==> src/rtl/tle_ram.sv <==
module tle_ram #(
    parameter int WIDTH = 8,
    parameter int DEPTH = 128
) (
    input  logic                     i_clk,
    input  logic                     i_wr_en,
    input  logic [$clog2(DEPTH)-1:0] i_wr_addr,
    input  logic [WIDTH-1:0]         i_wr_data,
    input  logic                     i_rd_en,
    input  logic [$clog2(DEPTH)-1:0] i_rd_addr,
    output logic [WIDTH-1:0]         o_rd_data
);
    logic [WIDTH-1:0] r_mem [DEPTH];

    // Write port and registered read port
    always_ff @(posedge i_clk) begin
        if (i_wr_en) begin
            r_mem[i_wr_addr] <= i_wr_data;
        end
        if (i_rd_en) begin
            o_rd_data <= r_mem[i_rd_addr];
        end
    end
endmodule

==> config.mk <==
export PLATFORM = sky130hd
export DESIGN_NAME = tle_ram
export DESIGN_NICKNAME = d
export VERILOG_FILES = /design/src/rtl/tle_ram.sv
export SDC_FILE = /design/constraint.sdc
export NUM_CORES = 1
export LEC_CHECK = 0
export BUFFER_PORTS_ARGS = -buffer_cell sky130_fd_sc_hd__buf_4
export CAP_MARGIN = 20
export CORE_ASPECT_RATIO = 1.25
export CORE_MARGIN = 2
export CORE_UTILIZATION = 63
export DETAILED_ROUTE_END_ITERATION = 10
export PLACE_DENSITY = 0.79
export SKIP_CTS_REPAIR_TIMING = 1
export SLEW_MARGIN = 20
export SYNTH_ARGS = -nofsm -noshare
export SYNTH_HDL_FRONTEND = slang
export SYNTH_SLANG_ARGS = --single-unit
==> constraint.sdc <==
create_clock -name i_clk -period 3.4 [get_ports i_clk]
set_input_delay 0.17 -clock i_clk [delete_from_list [all_inputs] [get_ports i_clk]]
set_output_delay 0.17 -clock i_clk [all_outputs]
set_load 0.005 [all_outputs]
* Word level (Yosys, flattened, before mapping)
Memory sizes are Yosys's and may differ from the RTL's. A register that Yosys moved wholly into a read port is not among the register bits. Cells that the tools add are included.
Storage, ports and cells: register bits after elaboration 0, word-level logic and storage cells 3, memory bits (writable) 1024, bits of input ports 25, memories kept 1, output and inout port bits 8
Cells by class: mux-type cells 2
Memories:
- r_mem | words 128, width 8, read ports 1, clocked after Yosys merged registers in 1, wr ports 1, line 13 | logic [WIDTH-1:0] r_mem [DEPTH];
Operator list (number):
- 1-bit two-way mux | 2

* Longest topological paths before layout
Gate-level depths: netlist (run 1).
depth in word-level cells 2, mapped depth 7, mapped depth without buffers 4

* Worst setup path after synthesis (run 1)
No wires, ideal clock.
path kind in2reg, from input port i_rd_addr[0], to register o_rd_data[0], read port of r_mem (data pin), data required time 3.140 ns, library setup time 0.260 ns, buffers on the path 2, stages on the path 6, data arrival time 2.554 ns, path slack 0.587 ns, path through clkbuf_1 -> buf_1 -> mux4_2 -> mux4_2 -> mux4_2 -> mux2_2
RTL lines:
- start: declaration | line 10 | input logic [$clog2(DEPTH)-1:0] i_rd_addr,
- end: declaration | line 11 | output logic [WIDTH-1:0] o_rd_data

==> results of run 1 <==
[sequential cells by signal, summed over array words and instances, names as in the netlist]
signal     cells
r_mem       1024
o_rd_data      8
[cell families after synthesis]
family	after synthesis	synth area share
buffers and inverters	89	0.0101
AND/OR/NAND/NOR	170	0.0175
flip-flops	1032	0.780
multiplexers	344	0.193
[cell usage in the layout (no fill, tap or decap), drive strengths merged, types with 2 or more instances in the layout]
cell            n
buf           183
bufinv         11
clkbuf        110
clkinv         38
clkinvlp        4
dlygate4sd3     2
edfxtp       1032
inv             5
mux2            8
mux4          336
nand2          14
nand2b          2
nand3          12
nand4           3
nor2          122
nor2b           7
nor3            9
[critical path: stages, from the launching register on]
cell,delay [ns]
edfxtp_1,0.42
mux4_2,0.58
mux4_2,0.55
mux4_2,0.53
mux2_2,0.28
[report_power, final]
part	internal, mW	leakage (nW)	switching (mW)	total, mW
logic	0.566	3.32	0.803	1.37
clock network	5.96	1.48	4.60	10.6
registers	14.1	9.28	0.0319	14.1
[path summary, 6_finish.rpt]
kind | startpoint | endpoint
setup reg to reg | r_mem[29][4] | o_rd_data[4]
setup / recovery | r_mem[29][4] | o_rd_data[4]
hold reg to reg | r_mem[29][6] | o_rd_data[6]
hold / removal | i_wr_data[2] | r_mem[1][2]
[through the flow]
step            util  std cells  setup slack, ns  instance area [um2]  total power [mW]
6_report       0.724       2732            0.801                45000              26.0
5_1_grt        0.724       2731            0.804                45000              26.5
4_1_cts        0.724       2728            0.820                45000              26.1
3_5_place_dp   0.675       2560            0.272                42000              15.7
3_3_place_gp   0.675       2560            0.304                42000              15.6
2_1_floorplan      -       1635            0.587                39700              15.1
[metal layers]
metal | track usage | share of wire
met1 | 0.403 | 0.33
met3 | 0.0553 | 0.095
met4 | 0.184 | 0.067
met2 | 0.527 | 0.51
met5 | 0 | 0.00030
[final cells by class]
cell class / instances / share of cell area
diodes: 1 / 0.0000556
clock buffers: 110 / 0.0541
clock inverters: 58 / 0.0131
multi-input cells: 514 / 0.186
flip-flops and latches: 1032 / 0.688
well taps: 832 / 0.0231
repair buffers: 185 / 0.0356
==> impl_metrics.ini, run 1 <==
[synthesis]
yosysTopAreaCell = edfxtp_1
synthTopCellsByCount = edfxtp_1 (1032), mux4_2 (336), nor2_1 (122), clkbuf_1 (44), buf_1 (18)
synthesis.instances = 1635
synth_cell_types = 16
yosysWarnings = 0
async_flop_share = 0
synth_most_common_cell = edfxtp_1
syn-num-nets = 1660
ys_ff_latch = 1032
synth_edf_count = 1032
ys_seq_area_frac = 0.780
synth_top_cell_area_share = 0.780
synth_top_flop_cell = edfxtp_1
synth_area_um2 = 39700
syn_avg_cell_area_um2 = 24.3
synthTopCellsByArea = edfxtp_1 (78%), mux4_2 (19%), nor2_1 (1.2%)

[run_status]
status = finished clean

[sta]
slew_headroom = 0.253
fmax_mhz = 385
fin_crit_ns = 2.60
setup_tns_ns = 0
hold_ws_ns = 0.000289
clock_skew_ns = 0.0333
worst_pin_slew_ns = 1.12
period_share = 0.765
setup_viol = 0
grt_setup_unrepaired = no
drv_slew = 0
finalHoldViolCount = 0

[cts]
tritoncts = built
cts_max_level = 3
clock_sinks = 1032
cts_root_buf = clkbuf_16
cts_inserted_buffers = 92
clk_pin_slew_ns = 0.07
clock_latency_ns = 0.66
cts_buffer_depth = 3

[placement]
portBuffers = 32
place_hpwl_um = 57100
gp_congestion = 0.882

[grt]
track_usage = 0.317
grt_pass1_wl_um = 145000
antenna_found_initial = 4
grt_max_degree = 118
grt_pass1_vias = 20100
globalRouteOverflowTotal = 0

[finish]
register_area_um2 = 31000
multiInputGateArea_um2 = 8350
final_nets = 1850
area_growth_pct = 13.2
drive_above_1_share = 0.348
nFillCells = 3232

[worst_hold_path]
hold_depth = 1
hold_class = input pin to register

[floorplan]
die_area_um2 = 65100
coreArea_um2 = 62200
ios = 33
die_x_um = 229
chipHeight_um = 285
start_util = 0.639
rows = 102

[routing]
finalWirelength_um = 100000
drtIter0Drc = 2992
drc = 0
vias = 19500
firstDrtPassIters = 5
post_drt_wl_per_cell_um = 36.7
ant_nets = 0
routed_via_density = 7.14

[run]
maxCapViolations = 0

[setup_path]
cp_max_fo = 1
path_class = register to register
r2r_slack_ns = 0.80
reg2reg_depth = 4
crit_path_end_kind = register
start_kind = register
arrival_ns = 3.02
cp.required_ns = 3.82

[power]
peakVddDrop_v = 0.000573
power.density_nw_per_um2 = 578
p_leak_nw = 14.1
(Power assumes the default switching activity.)
==> run 2: changes to the inputs <==
==> constraint.sdc (replaced) <==
create_clock -name i_clk -period 2.4 [get_ports i_clk]
set_input_delay 0.12 -clock i_clk [delete_from_list [all_inputs] [get_ports i_clk]]
set_output_delay 0.12 -clock i_clk [all_outputs]
set_load 0.005 [all_outputs]
==> impl_metrics.ini, run 2 (synthesis results as in run 1) <==
[grt]
globalRouteOverflowTotal = 0
grt_max_degree = 81
track_usage = 0.315
grt_pass1_wl_um = 144000
antenna_found_initial = 6
grt_pass1_vias = 19900

[power]
p_leak_nw = 14.4
p_int_mw = 28.9
seq_power_share = 0.548
power.density_nw_per_um2 = 800
p_switching_mw = 7.57
comb_power_share = 0.055
p_clk_frac = 0.397
switching_share = 0.208
peakVddDrop_v = 0.000595

[sta]
fmax_mhz = 370
slew_headroom = 0.423
fin_crit_ns = 2.70
setup_viol = 8
hold_ws_ns = 0.0121
grt_setup_unrepaired = yes
setup_tns_ns = -1.51
finalHoldViolCount = 0
period_share = 1.13
clock_skew_ns = 0.0231
worst_pin_slew_ns = 0.863
drv_slew = 0
finalWorstSetupSlack_ns = -0.301

[worst_hold_path]
min_to = r_mem[64][3]
min_from = i_wr_data[3]
hold_depth = 1
hold_class = input pin to register

[routing]
finalWirelength_um = 99400
ant_nets = 0
firstDrtPassIters = 6
post_drt_wl_per_cell_um = 35.6
routed_via_density = 6.96
drtIter0Drc = 3031
drc = 0
vias = 19400

[finish]
area_growth_pct = 14.7
final_cell_mix = edfxtp_1 (1032), mux4_2 (336), buf_4 (213), nor2_1 (122), clkbuf_16 (95)
drive_above_1_share = 0.366
final_common_cell = edfxtp_1
largest_reg_flops = 1024
registers.top_by_ff_count = r_mem
final_nets = 1916
largestRegisters = r_mem: 1024 flops, o_rd_data: 8 flops

[floorplan]
coreArea_um2 = 62200
die_x_um = 229
ios = 33
die_area_um2 = 65100
start_util = 0.639
rows = 102
chipHeight_um = 285

[cts]
clock_sinks = 1032
tritoncts = built
cts_buffer_depth = 3
clock_latency_ns = 0.65
cts_max_level = 3
cts_root_buf = clkbuf_16
cts_inserted_buffers = 94
clk_pin_slew_ns = 0.07

[run_status]
status = complete, but fails checks
violations = negative setup slack

[setup_path]
start_kind = register
path_class = register to register
reg2reg_to = o_rd_data[6]
cp.required_ns = 2.78
rr_startpoint = r_mem[22][6]
crit_path_end_kind = register
arrival_ns = 3.08
r2r_slack_ns = -0.30
cp_max_fo = 1
reg2reg_depth = 4

[placement]
place_hpwl_um = 58200
gp_congestion = 0.869
portBuffers = 32

[run]
maxCapViolations = 0
[run 2: cell types whose count changed in the layout (fill, tap and decap cells not counted), sizes merged]
cell | previous run | this run
bufinv | 11 | 8
clkinv | 38 | 36
dlygate4sd3 | 2 | 4
clkbuf | 110 | 113
buf | 183 | 245
inv | 5 | 2
diode | 1 | 2
[run 2: power groups by stage]
stage          clock network (mW)  registers (mW)  logic (mW)
5_1_grt                      15.2            20.0        2.09
6_report                     14.5            20.0        2.02
2_1_floorplan                   0            20.3        1.08
4_1_cts                      14.6            20.0        1.99
3_3_place_gp                    0            20.3        1.89
3_5_place_dp                    0            20.3        1.95
[run 2: worst max-delay path, stage by stage, from the launching register on]
cell,delay [ns]
edfxtp_1,0.41
mux4_2,0.54
mux4_2,0.56
mux4_2,0.60
mux2_4,0.32
[run 2: through the flow]
stage                     total power [mW]  utilization  cell area [um2]  std cells  setup slack, ns
after CTS                             36.5        0.732            45500       2786           -0.265
after global routing                  37.2        0.733            45600       2790           -0.282
after floorplan                       21.4            -            40100       1635          -0.0595
final                                 36.5        0.733            45600       2792           -0.301
after global placement                22.2        0.686            42600       2623           -0.550
after detailed placement              22.3        0.686            42600       2623           -0.583
[run 2: how the worst max path moves through the flow]
stage,cells past startpoint,slack (ns),endpoint,start
3_5_place_dp,7,-0.58,o_rd_data[6],i_rd_addr[0]
2_1_floorplan,7,-0.06,o_rd_data[0],i_rd_addr[0]
3_3_place_gp,7,-0.55,o_rd_data[5],i_rd_addr[0]
6_report,4,-0.30,o_rd_data[6],r_mem[22][6]
4_1_cts,4,-0.27,o_rd_data[6],r_mem[22][6]
5_1_grt,4,-0.28,o_rd_data[6],r_mem[23][6]
[run 2: layer usage]
| metal | vias to the layer above | share of wire | track usage |
|---|---|---|---|
| met4 | 8 | 0.048 | 0.144 |
| met1 | 10200 | 0.34 | 0.407 |
| met3 | 270 | 0.095 | 0.0667 |
| met5 | - | 0.00055 | 0 |
| met2 | 1409 | 0.52 | 0.526 |
| li1 | 7523 | - | - |
[run 2: final cells by class]
class | count | area [um2]
clock buffers | 113 | 2440
fillers | 3218 | 16600
flip-flops and latches | 1032 | 31000
multi-input cells | 514 | 8380
repair buffers | 249 | 2270
clock inverters | 50 | 448
diodes | 2 | 5.00
well taps | 832 | 1040
==> run 3: changes to the inputs <==
--- a/config.mk
+++ b/config.mk
@@ -5,13 +5,15 @@
 export SDC_FILE = /design/constraint.sdc
 export NUM_CORES = 1
 export LEC_CHECK = 0
-export BUFFER_PORTS_ARGS = -buffer_cell sky130_fd_sc_hd__buf_4
+export BUFFER_PORTS_ARGS = -buffer_cell sky130_fd_sc_hd__buf_2
 export CAP_MARGIN = 20
+export CELL_PAD_IN_SITES_DETAIL_PLACEMENT = 2
+export CELL_PAD_IN_SITES_GLOBAL_PLACEMENT = 2
 export CORE_ASPECT_RATIO = 1.25
 export CORE_MARGIN = 2
-export CORE_UTILIZATION = 63
+export CORE_UTILIZATION = 47
 export DETAILED_ROUTE_END_ITERATION = 10
-export PLACE_DENSITY = 0.79
+export PLACE_DENSITY_LB_ADDON = 0.1
 export SKIP_CTS_REPAIR_TIMING = 1
 export SLEW_MARGIN = 20
 export SYNTH_ARGS = -nofsm -noshare
==> constraint.sdc (replaced) <==
create_clock -name i_clk -period 2.45 [get_ports i_clk]
set_input_delay 0.1225 -clock i_clk [delete_from_list [all_inputs] [get_ports i_clk]]
set_output_delay 0.1225 -clock i_clk [all_outputs]
set_load 0.005 [all_outputs]
==> impl_metrics.ini, run 3 (synthesis results as in run 1) <==
[setup_path]
path_buf_inv = 0
path_class = register to register
arrival_ns = 3.05
cp_top_family = multiplexers
cp_common_cell = mux4_2
start_kind = register
cpPeakStageDelay_ns = 0.61
crit_path_end_kind = register
cp_cell_sequence = mux4_2, mux4_2, mux4_2, mux2_2
cpMaxStageDelayCell = mux4_2
cp.required_ns = 2.86
cp_max_fo = 1

[cts]
cts_max_level = 3
tritoncts = built
cts_root_buf = clkbuf_16
clock_latency_ns = 0.68
clk_pin_slew_ns = 0.06
cts_inserted_buffers = 103
clock_sinks = 1032
cts_buffer_depth = 3

[routing]
firstDrtPassIters = 5
post_drt_wl_per_cell_um = 37.7
vias = 19200
ant_nets = 0
finalWirelength_um = 117000
drc = 0
drtIter0Drc = 1995
routed_via_density = 6.22

[finish]
registers.top_by_ff_count = r_mem
drive_above_1_share = 0.373
largestRegisters = r_mem: 1024 flops, o_rd_data: 8 flops
final_nets = 1953
fin_cells = 3095
final_common_cell = edfxtp_1
largest_reg_flops = 1024
postLayoutCellArea_um2 = 46200
final_cell_mix = edfxtp_1 (1032), mux4_2 (336), buf_4 (218), nor2_1 (122), clkbuf_16 (105)
area_growth_pct = 16.3

[grt]
grt_pass1_vias = 21000
track_usage = 0.277
globalRouteOverflowTotal = 0
grt_max_degree = 129
antenna_found_initial = 10
grt_pass1_wl_um = 167000

[floorplan]
die_x_um = 264
die_area_um2 = 86900
start_util = 0.473
chipHeight_um = 329
ios = 33
coreArea_um2 = 84000
rows = 119

[run_status]
status = complete, but fails checks
violations = negative hold slack, negative setup slack

[sta]
drv_slew = 0
clock_skew_ns = 0.0259
slew_headroom = 0.421
setup_viol = 8
finalHoldViolCount = 10
fin_crit_ns = 2.64
worst_pin_slew_ns = 0.869
hold_ws_ns = -0.0169
fmax_mhz = 379
finalWorstSetupSlack_ns = -0.186
period_share = 1.08
grt_setup_unrepaired = yes

[power]
power.density_nw_per_um2 = 786
peakVddDrop_v = 0.000644
total_power_mw = 36.3
p_leak_nw = 14.6

[placement]
portBuffers = 32
dp.cells = 2911
dpl_cell_area_um2 = 43200
gp_congestion = 0.797
place_hpwl_um = 75800

[worst_hold_path]
hold_class = input pin to register

[run]
maxCapViolations = 0
-- run 3: changes by cell type in the layout (fill, tap and decap cells not counted), sizes merged, moves of 2 or more --
cell / delta
buf: +31
bufinv: -5
clkbuf: +9
clkinv: +19
clkinvlp: -2
dlygate4sd3: -3
inv: -2
-- run 3: path summary, 6_finish.rpt --
| path | startpoint | to | slack, ns | cells past startpoint |
|---|---|---|---|---|
| min | i_wr_data[2] | r_mem[95][2] | -0.02 | 1 |
| min reg2reg | r_mem[28][6] | o_rd_data[6] | 1.26 | 4 |
| max reg2reg | r_mem[48][5] | o_rd_data[5] | -0.19 | 4 |
| max | r_mem[48][5] | o_rd_data[5] | -0.19 | 4 |
-- run 3: power breakdown --
part | switching [mW] | total, mW | internal [mW]
Clock | 6.58 | 14.6 | 8.07
Sequential | 0.0490 | 19.6 | 19.5
Combinational | 1.24 | 2.11 | 0.872
Total | 7.87 | 36.3 | 28.5
-- run 3: worst reg2reg max path, stage by stage (launching register included) --
cell	delay, ns
edfxtp_1	0.40
mux4_2	0.52
mux4_2	0.61
mux4_2	0.57
mux2_2	0.30
-- run 3: cell type report --
class                   instances  area (um2)
diodes                          1        2.50
clock buffers                 122        2690
clock inverters                60         334
fillers                      6897       37700
multi-input cells             514        8360
flip-flops and latches       1032       31000
well taps                    1089        1360
repair buffers                277        2500
-- run 3: through the flow --
| step | setup TNS [ns] | setup slack, ns | util |
|---|---|---|---|
| global route | -1.33 | -0.198 | 0.551 |
| CTS | -1.23 | -0.190 | 0.550 |
| global placement | -3.94 | -0.534 | 0.514 |
| finish | -1.22 | -0.186 | 0.551 |
| floorplan | -0.0957 | -0.0120 | - |
| detailed placement | -4.23 | -0.568 | 0.514 |
-- run 3: per-layer routing --
metal / routed length (um) / global-route usage / vias up / part of all wire
li1: - / - / 7619 / -
met1: 46100 / 0.366 / 10700 / 0.39
met2: 60900 / 0.480 / 725 / 0.52
met3: 6210 / 0.0402 / 178 / 0.053
met4: 3390 / 0.0875 / 14 / 0.029
met5: 92 / 0 / - / 0.00079
